$ cat src/rtl/btint_pkg.sv
package btint_pkg;

  localparam int E_POINTS_MAX  = 128;
  localparam int NB_POINTS_MAX = 128;
  localparam int VALUE_WIDTH   = 32;
  localparam int IDX_W         = 7;
  localparam int NUM_VALUES    = 4;
  localparam int NUM_BANKS     = 4;
  localparam int REC_W         = NUM_VALUES * VALUE_WIDTH;
  localparam int ADDR_W        = 2 * (IDX_W - 1);
  localparam int BANK_DEPTH    = 1 << ADDR_W;
  localparam int FIFO_DEPTH    = 4;
  localparam int CNT_W         = $clog2(FIFO_DEPTH + 1);
  localparam int FRAC_W        = 16;
  localparam logic [FRAC_W:0] FRAC_ONE = 17'h10000;

  typedef enum logic [1:0] {
    CFG_E_STEP_RECIP  = 2'd0,
    CFG_NB_STEP_RECIP = 2'd1,
    CFG_E_POINTS      = 2'd2,
    CFG_NB_POINTS     = 2'd3
  } cfg_idx_e;

  typedef enum logic {
    CMD_WRITE  = 1'b0,
    CMD_LOOKUP = 1'b1
  } cmd_e;

  // one queued operation, either a record write or a classified lookup
  typedef struct packed {
    logic                              lookup;
    logic                              oor;
    logic [FRAC_W-1:0]                 ae;
    logic [FRAC_W-1:0]                 an;
    logic                              pe;
    logic                              pn;
    logic [NUM_BANKS-1:0][ADDR_W-1:0]  addr;
    logic [1:0]                        wbank;
    logic [REC_W-1:0]                  wdata;
  } entry_t;

endpackage

$ cat src/rtl/btint_fifo.sv
module btint_fifo (
  input  logic                  clk_i,
  input  logic                  rst_ni,
  input  logic                  push_i,
  input  btint_pkg::entry_t     push_data_i,
  input  logic                  pop_i,
  output logic                  not_empty_o,
  output btint_pkg::entry_t     pop_data_o,
  output logic [btint_pkg::CNT_W-1:0] count_o
);
  import btint_pkg::*;

  localparam int PTR_W = $clog2(FIFO_DEPTH);

  entry_t             mem_q [FIFO_DEPTH];
  logic [PTR_W-1:0]   wptr_q, wptr_d, rptr_q, rptr_d;
  logic [CNT_W-1:0]   cnt_q, cnt_d;
  logic               do_pop;

  assign not_empty_o = (cnt_q != '0);
  assign pop_data_o  = mem_q[rptr_q];
  assign count_o     = cnt_q;
  assign do_pop      = pop_i && not_empty_o;

  always_comb begin
    wptr_d = push_i ? wptr_q + PTR_W'(1) : wptr_q;
    rptr_d = do_pop ? rptr_q + PTR_W'(1) : rptr_q;
    cnt_d  = cnt_q + CNT_W'(push_i) - CNT_W'(do_pop);
  end

  always_ff @(posedge clk_i or negedge rst_ni) begin
    if (!rst_ni) begin
      wptr_q <= '0;
      rptr_q <= '0;
      cnt_q  <= '0;
    end else begin
      wptr_q <= wptr_d;
      rptr_q <= rptr_d;
      cnt_q  <= cnt_d;
    end
  end

  always_ff @(posedge clk_i) begin
    if (push_i) begin
      mem_q[wptr_q] <= push_data_i;
    end
  end
endmodule

$ cat config.mk
export PLATFORM = sky130hd
export DESIGN_NAME = btint_fifo
export DESIGN_NICKNAME = d
export VERILOG_FILES = /design/src/rtl/btint_pkg.sv /design/src/rtl/btint_fifo.sv
export SDC_FILE = /design/constraint.sdc
export NUM_CORES = 1
export LEC_CHECK = 0
export BUFFER_PORTS_ARGS = -buffer_cell sky130_fd_sc_hd__buf_2
export CAP_MARGIN = 20
export CORE_MARGIN = 3
export CORE_UTILIZATION = 57
export CTS_CLUSTER_DIAMETER = 150
export DETAILED_ROUTE_END_ITERATION = 10
export PLACE_DENSITY = 0.79
export SETUP_SLACK_MARGIN = 0.15
export SYNTH_ARGS = -nofsm -noshare
export SYNTH_HDL_FRONTEND = slang
export SYNTH_SLANG_ARGS = --single-unit
$ cat constraint.sdc
create_clock -name clk_i -period 7.8 [get_ports clk_i]
set_input_delay 1.56 -clock clk_i [delete_from_list [all_inputs] [get_ports clk_i]]
set_output_delay 1.56 -clock clk_i [all_outputs]
set_load 0.02 [all_outputs]
==> results of run 1 <==
==> cell families (layout without fill, tap and decap cells) <==
family | count (synthesis) | count (layout) | synth area share
AO/OA/AOI/OAI | 3 | 3 | 0.000720
AND/OR/NAND/NOR | 6 | 6 | 0.00112
other | 0 | 20 | 0
XOR/XNOR | 5 | 5 | 0.00140
multiplexers | 214 | 214 | 0.154
adder cells (fa/ha/maj) | 7 | 7 | 0.00304
flip-flops | 863 | 863 | 0.828
buffers and inverters | 54 | 605 | 0.0116
==> layout by cell type (no fill, tap or decap), types with 3 or more instances in the layout <==
cell type	count
mux4_2	214
inv_1	6
clkbuf_1	16
clkbuf_16	84
diode_2	20
ha_1	6
and2_4	4
dfrtp_1	5
buf_2	435
inv_6	5
edfxtp_1	856
buf_4	5
xnor2_1	3
buf_12	7
clkinvlp_4	7
clkinv_2	13
clkinv_1	22
bufinv_16	3
==> registers in the layout, indices dropped and copies added (netlist names) <==
| signal | flops |
|---|---|
| rptr_q | 2 |
| mem_q | 856 |
| wptr_q | 2 |
| count_o | 3 |
==> final timing paths <==
check,start,to,slack [ns],cells past startpoint
worst max-delay path,rptr_q[1],pop_data_o[65],3.06,3
worst min-delay path,wptr_q[0],wptr_q[0],0.54,1
worst max register to register,wptr_q[0],mem_q[0][123],5.16,4
worst min register to register,wptr_q[0],wptr_q[0],0.54,1
max in group asynchronous,rst_ni,rptr_q[0],6.79,1
min in group asynchronous,rst_ni,count_o[1],0.80,1
==> power groups by stage <==
stage               logic, uW  registers (uW)  clock network (uW)
finish                   4500            6380                3710
global route             4800            6460                3970
CTS                      4580            6400                3790
detailed placement       4540            6470                   0
global placement         4540            6410                   0
floorplan                3240            6480                   0
==> per-layer routing <==
layer	GRT usage	up-vias
li1	-	6028
met1	0.284	7343
met2	0.354	511
met3	0.0744	93
met4	0.0734	16
met5	0	-
==> area by class of cell <==
class	instances	area, um^2
well taps	696	871
fillers	3240	17300
diodes	20	50.0
multi-input cells	235	5030
inverters	6	22.5
clock buffers	100	2160
clock inverters	52	370
flip-flops and latches	863	25900
repair buffers	447	2350
==> per-stage QoR <==
| stage | power (uW) | utilization | hold slack, ns | worst slack [ns] |
|---|---|---|---|---|
| floorplan | 9720 | - | 0.494 | 0.790 |
| global placement | 10900 | 0.632 | 0.514 | 3.68 |
| detailed placement | 11000 | 0.632 | 0.531 | 3.74 |
| CTS | 14800 | 0.679 | 0.543 | 3.09 |
| global route | 15200 | 0.680 | 0.580 | 2.96 |
| finish | 14600 | 0.680 | 0.536 | 3.06 |
==> flow_metrics.tcl, run 1 <==
set metrics [dict create \
    clockRootBuffer "clkbuf_16" \
    tightest_slew_ns 1.09 \
    p_seq_frac 0.437 \
    cts.reportedPaths.clkPinSlew_ns 0.06 \
    power.density_cell_area_nw_per_um2 397 \
    fmax_mhz 211 \
    finalNetCount 1860 \
    post_synth.cell_area_avg_um2 27.1 \
    synth_enable_flop_cells 856 \
    grt_antenna_before_repair 25 \
    netlist_top_cells_area "edfxtp_1 (82%), mux4_2 (15%), buf_6 (0.61%), dfrtp_1 (0.56%), buf_2 (0.40%)" \
    floorplan.die_area_um2 57700 \
    die_x_um 240 \
    met2_wirelength_from_detailed_routing_mm 31.8 \
    grt_setup_unrepaired "no" \
    drtPass1Iterations 5 \
    net_switching_component_of_the_power_uw 4660 \
    grt_pass1_wl_mm 92.7 \
    core_region_area_um2 54000 \
    largest_delay_share_family_worst_path "flip-flops" \
    placedCellCount 2247 \
    drt-wirelength-per-cell_um 25.6 \
    relSlewSlack 0.274 \
    highest_metal_layer_with_signal_wires "met5" \
    min_period_ns 4.74 \
    number_of_global_route_vias_before_repair 14900 \
    synthesis.nets 1377 \
    met3_length_mm 5.96 \
    detail_route.wirelength.met1_mm 22.7 \
    postCtsResizedCells 0 \
    remaining_drc_errors 0 \
    post_cts_buffers 0 \
    areaGrowthSynthToFinish_pct 17.6 \
    mappedNetlistArea_um2 31300 \
    critPathKind "reg2out" \
    netlist.area_leader.share 0.822 \
    via_density_per_instance 5.78 \
    drt_iter0_drc 999 \
    ios 436 \
    number_of_max_slew_violations_in_the_final_report 0 \
    synth.yosys.seq_area_share 0.828 \
    row_count 85 \
    antenna_violating_nets_left 0 \
    dp.final_hpwl_mm 35.7 \
    ys_async_sr_fraction 0.00811 \
    synth_cell_types 17 \
    gp_routability_congestion 0.777 \
    comb_power_share 0.308 \
    min_path_type "reg2reg" \
    setup_viol_count_final 0 \
    total_number_of_vias 14000 \
    power_frac_clock 0.254 \
    h-tree-depth 3 \
    final_area_um2 36700 \
    power.switching_fraction 0.320 \
    cp_slowest_stage_delay_ns 1.10 \
    arrival_time_of_data_at_the_critical_path_endpoint_ns 3.18 \
    grt_start_max_net_pins 119 \
    post-synth-top-count-cell "edfxtp_1" \
    wl_mm 61.9 \
    timing.final.hold_violations 0 \
    critical-path-slowest-cell "dfrtp_4" \
    gr-total-overflow 0 \
    power_report.internal_total_uw 9930 \
    result_of_the_run "finished clean" \
    cts_hold_repair_buffers 0 \
    die-height_um 240 \
    final_cells 2419 \
    critical_path_required_ns 6.24 \
    critical_path.n_buffers_inverters 2 \
    synthCells 1152 \
    groute.usage.overall 0.219 \
    timing.final.crit_share 0.608 \
    vdd_ir_drop_max_mv 0.405 \
    clk_latency_ns 0.62 \
    tritoncts.num_buffers 82 \
    buffer_ports.inserted 435 \
    clock_path_buffers 3 \
    setup_tns_ns 0 \
    critical_path.endpoint_type "output pin" \
    path_max_fanout 111 \
    tritoncts_clock_tree "built" \
    static-leakage-power_uw 0.0124 \
    startpoint_type "flop" \
    yosys_warnings 0 \
    clock_sinks 863 \
    layout-drive-gt1-share 0.459 \
    start_util 0.579 \
    skew_ns 0.0204 \
    post-synth-top-area-cell "edfxtp_1" \
    synth_flop_cell "edfxtp_1" \
    synth_commonest_cells "edfxtp_1 (856), mux4_2 (214), buf_2 (25)" \
    post_dp_cell_area_um2 34200 \
    max_cap_violations 0 \
    yosys_reg_bits 863 \
    worstPathCellList "buf_12 -> mux4_2 -> buf_2" \
]
Power figures use the tool's default switching activity.
==> run 2: changes to the inputs <==
Clock period 7.8 ns to 4.4 ns, I/O delays scaled along.
==> run 2 against run 1 <==
  * Design area is 1.1% higher
  * Utilization increased by 0.74 points
  * Count of clock-buffer cells in the layout down 3
  * Critical path depth stayed put
  * Combinational power rose by 85%
  * Sequential power grew 77%
  * Die area stayed put
  * Largest cell class unchanged
  * Global-route usage increased by 1.1 points
  * Worst hold slack worse by 0.44 ns
  * Critical path type unchanged
  * Register-to-register slack got worse by 3.1 ns
  * Worst setup slack worse by 2.3 ns
==> flow_metrics.tcl, run 2 (synthesized netlist as in run 1, its figures left out) <==
set metrics [dict create \
    result_of_the_run "finished clean" \
    cts.reportedPaths.clkPinSlew_ns 0.06 \
    remaining_drc_errors 0 \
    timing.final.crit_share 0.819 \
    startpoint_type "flop" \
    tritoncts.num_buffers 84 \
    static-leakage-power_uw 0.0127 \
    endpoint_of_the_most_critical_register_to_register_path "mem_q[0][193]" \
    leading_cell_type_in_the_layout_fill_and_taps_excluded "edfxtp_1" \
    post_cts_buffers 0 \
    grt_antenna_before_repair 16 \
    worstPathCellList "buf_12 -> mux4_2 -> buf_2" \
    fmax_mhz 278 \
    wl_mm 66.0 \
    drt_iter0_drc 1073 \
    drt-wirelength-per-cell_um 27.1 \
    row_count 85 \
    antenna_violating_nets_left 0 \
    clockRootBuffer "clkbuf_16" \
    tightest_slew_ns 0.987 \
    critPathKind "reg2out" \
    critical_path.endpoint_type "output pin" \
    core_region_area_um2 54000 \
    via_density_per_instance 5.96 \
    timing.final.hold_violations 0 \
    timing.reg2reg.worst_path_depth 4 \
    critical-path-slowest-cell "dfrtp_4" \
    postCtsResizedCells 0 \
    grt_setup_unrepaired "no" \
    skew_ns 0.0161 \
    tritoncts_clock_tree "built" \
    path_max_fanout 42 \
    h-tree-depth 3 \
    areaGrowthSynthToFinish_pct 18.8 \
    max_cap_violations 0 \
    number_of_global_route_vias_before_repair 15100 \
    clock_sinks 863 \
    grt_start_max_net_pins 69 \
    finalNetCount 1887 \
    buffer_ports.inserted 435 \
    reg2reg_from "wptr_q[0]" \
    setup_tns_ns 0 \
    number_of_filler_instances_in_the_final_layout 3144 \
    relSlewSlack 0.342 \
    final_cell_mix "edfxtp_1 (856), buf_2 (435), mux4_2 (214)" \
    die-height_um 240 \
    arrival_time_of_data_at_the_critical_path_endpoint_ns 2.72 \
    dp.final_hpwl_mm 39.6 \
    critical_path.n_buffers_inverters 2 \
    gp_routability_congestion 0.762 \
    total_number_of_vias 14500 \
    min_path_type "in2async" \
    cts_hold_repair_buffers 0 \
    die_x_um 240 \
    clk_latency_ns 0.61 \
    number_of_max_slew_violations_in_the_final_report 0 \
    ios 436 \
    gr-total-overflow 0 \
    power.density_cell_area_nw_per_um2 713 \
    clock_path_buffers 3 \
    min_period_ns 3.60 \
    cp_slowest_stage_delay_ns 0.89 \
    largest_delay_share_family_worst_path "flip-flops" \
    vdd_ir_drop_max_mv 0.543 \
    setup_viol_count_final 0 \
    groute.usage.overall 0.230 \
    drtPass1Iterations 5 \
    critical_path_required_ns 3.52 \
    rrSetupSlack_ns 2.08 \
    worst_hold_slack_ns 0.0932 \
    layout-drive-gt1-share 0.468 \
    floorplan.die_area_um2 57700 \
    start_util 0.579 \
    largest_register_ff_count 856 \
    grt_pass1_wl_mm 97.7 \
    largest_register_by_flop_count "mem_q" \
]
## run 2: cell count changes in the layout (fill, tap and decap cells not counted), sizes merged
| cell | previous run | this run |
|---|---|---|
| diode | 20 | 12 |
| clkinv | 36 | 38 |
| buf | 447 | 472 |
| bufinv | 3 | 7 |
| clkinvlp | 7 | 2 |
| inv | 12 | 11 |
| clkbuf | 100 | 97 |
## run 2: cell type report
class | instances | area [um^2] | share of cell area
sequential | 863 | 25900 | 0.697
multi-input combinational | 235 | 5030 | 0.135
timing repair buffer | 472 | 2670 | 0.0718
clock buffer | 97 | 2190 | 0.0590
tap | 696 | 871 | 0.0234
clock inverter | 52 | 447 | 0.0120
antenna | 12 | 30.0 | 0.000808
inverter | 6 | 22.5 | 0.000606
## run 2: report_power, final
group	switching [uW]	internal (uW)	total [uW]
clock network	2900	3980	6870
logic	5020	3310	8330
registers	540	10700	11300
total	8450	18000	26500
## run 2: worst reg2reg max path, delay by kind of cell (launching register included)
kind          cells  cell delay, ns
simple gates      1            0.78
buf+inv           2            0.62
flops             1            0.43
fa+ha+maj         1            0.15
## run 2: worst max-delay path by stage
stage	end	cells after the start	from	slack (ns)
after floorplan	mem_q[1][0]	1	push_i	0.44
final	pop_data_o[91]	3	rptr_q[0]	0.80
after global placement	pop_data_o[92]	3	rptr_q[0]	1.40
after CTS	pop_data_o[91]	3	rptr_q[0]	0.72
after detailed placement	pop_data_o[92]	3	rptr_q[0]	1.41
after global routing	pop_data_o[91]	3	rptr_q[0]	0.66
## run 2: metal layers
layer | vias up | global-route usage | wire length (um)
met2 | 654 | 0.386 | 34100
li1 | 6062 | - | -
met5 | - | 0 | 91
met4 | 16 | 0.0559 | 1130
met1 | 7669 | 0.304 | 24700
met3 | 94 | 0.0639 | 5900
## run 2: through the flow
| stage | cells | setup slack (ns) | area [um^2] | power [uW] | util |
|---|---|---|---|---|---|
| global route | 2423 | 0.662 | 37100 | 27500 | 0.687 |
| global placement | 2272 | 1.40 | 34500 | 19600 | 0.638 |
| finish | 2433 | 0.797 | 37100 | 26500 | 0.688 |
| detailed placement | 2272 | 1.41 | 34500 | 19800 | 0.638 |
| floorplan | 1152 | 0.438 | 31300 | 17000 | - |
| CTS | 2421 | 0.723 | 37100 | 26800 | 0.687 |
==> run 3: changes to the inputs <==
Clock period 4.4 ns to 3.6 ns, I/O delays scaled along.
==> run 3 against run 2 <==
  * Non-clock buffer count grew 19
  * Critical path depth grew 1
  * Worst setup slack lost 0.40 ns
  * Global-route usage grew 0.075 points
  * Power grew 22%
  * Largest cell class unchanged
==> flow_metrics.tcl, run 3 (synthesized netlist as in run 1, its figures left out) <==
set metrics [dict create \
    result_of_the_run "finished clean" \
    timing.final.crit_share 0.889 \
    layout-drive-gt1-share 0.470 \
    leading_cell_type_in_the_layout_fill_and_taps_excluded "edfxtp_1" \
    h-tree-depth 3 \
    drt_iter0_drc 1025 \
    final_cell_mix "edfxtp_1 (856), buf_2 (435), mux4_2 (214)" \
    cts.reportedPaths.clkPinSlew_ns 0.07 \
    grt_start_max_net_pins 74 \
    rrSetupSlack_ns 1.35 \
    gr-total-overflow 0 \
    reg2reg_from "count_o[1]" \
    clockRootBuffer "clkbuf_16" \
    cp_slowest_stage_delay_ns 0.74 \
    antenna_violating_nets_left 0 \
    number_of_global_route_vias_before_repair 15200 \
    grt_antenna_before_repair 21 \
    crit_path_start "rptr_q[0]" \
    critical_path.endpoint_type "output pin" \
    groute.usage.overall 0.231 \
    die_x_um 240 \
    largest_register_ff_count 856 \
    global_route.usage.met1 0.300 \
    max_cap_violations 0 \
    number_of_max_slew_violations_in_the_final_report 0 \
    ios 436 \
    die-height_um 240 \
    remaining_drc_errors 0 \
    core_region_area_um2 54000 \
    timing.reg2reg.worst_path_depth 7 \
    final_area_um2 37300 \
    floorplan.die_area_um2 57700 \
    largest_register_by_flop_count "mem_q" \
    postCtsResizedCells 0 \
    min_period_ns 3.20 \
    relSlewSlack 0.533 \
    row_count 85 \
    gp_routability_congestion 0.757 \
    grt_setup_unrepaired "no" \
    tritoncts.num_buffers 83 \
    busiest_layer "met2" \
    tritoncts_clock_tree "built" \
    clk_latency_ns 0.61 \
    skew_ns 0.0165 \
    start_util 0.579 \
    critical_path.most_common_cell "buf_12" \
    setup_viol_count_final 0 \
    drtPass1Iterations 5 \
    fmax_mhz 313 \
    timing.final.hold_violations 0 \
    critical-path-slowest-cell "dfrtp_4" \
    worstPathCellList "buf_12 -> buf_12 -> mux4_2 -> buf_2" \
    clock_path_buffers 3 \
    min_path_type "in2reg" \
    vdd_ir_drop_max_mv 0.754 \
    buffer_ports.inserted 435 \
    clock_sinks 863 \
    met3_use_gr 0.0739 \
    grtUsageMet2 0.377 \
    post_dp_cell_area_um2 34700 \
    via_density_per_instance 5.93 \
    areaGrowthSynthToFinish_pct 19.3 \
    dp.final_hpwl_mm 40.7 \
    startpoint_type "flop" \
    arrival_time_of_data_at_the_critical_path_endpoint_ns 2.48 \
    critical_path_required_ns 2.88 \
    p_total_uw 32400 \
    endpoint_of_the_most_critical_register_to_register_path "count_o[2]" \
    finalNetCount 1905 \
    power.density_cell_area_nw_per_um2 869 \
    static-leakage-power_uw 0.0127 \
    total_number_of_vias 14500 \
    setup_tns_ns 0 \
    tightest_slew_ns 0.701 \
    critPathKind "reg2out" \
    path_max_fanout 13 \
    grt_pass1_wl_mm 96.9 \
    drt-wirelength-per-cell_um 26.9 \
    crit_end "pop_data_o[72]" \
    worst_hold_slack_ns 0.322 \
    wl_mm 66.0 \
]
==> run 3: final cells by class <==
cell class              instances  area [um^2]
clock buffers                 111         2220
inverters                       6         22.5
well taps                     696          871
diodes                         13         32.5
repair buffers                491         2950
multi-input cells             235         5030
flip-flops and latches        863        25900
fillers                      3154        16700
clock inverters                36          283
==> run 3: per-stage QoR <==
step	setup slack, ns	utilization	instances
2_1_floorplan	0.936	-	1152
3_3_place_gp	0.892	0.643	2289
3_5_place_dp	0.882	0.643	2289
4_1_cts	0.168	0.689	2437
5_1_grt	0.262	0.690	2441
6_report	0.400	0.690	2451
==> run 3: timing repair <==
| action | 4_1_cts | 5_1_grt |
|---|---|---|
| setup endpoints to repair | 0 | 5 |
| buffers inserted | 0 | 1 |
| hold buffers | 1 | 0 |
| hold endpoints to repair | 7 | 0 |
==> run 3: layer usage <==
metal  vias to the layer above  wire (um)
li1                       6100          -
met1                      7679      24000
met2                       596      33900
met3                       133       6250
met4                        20       1770
met5                         -        127
==> run 3: how the worst min path moves through the flow <==
stage	startpoint	to	depth (start not counted)
global route	push_data_i[128]	mem_q[2][128]	1
finish	push_data_i[117]	mem_q[3][117]	1
CTS	push_data_i[117]	mem_q[1][117]	1
detailed placement	wptr_q[0]	wptr_q[0]	1
global placement	wptr_q[0]	wptr_q[0]	1
floorplan	rst_ni	count_o[0]	0
==> run 3: worst max-delay path, delay by kind of cell (launching register included) <==
kind / cells / cell delay, ns
flops: 1 / 0.74
buf+inv: 3 / 0.59
mux: 1 / 0.52
==> run 3: where the power goes <==
group	leakage [uW]	switching, uW	internal, uW	total [uW]
sequential	0.00794	639	13100	13800
combinational	0.00359	6230	4310	10500
clock	0.00122	3470	4620	8090
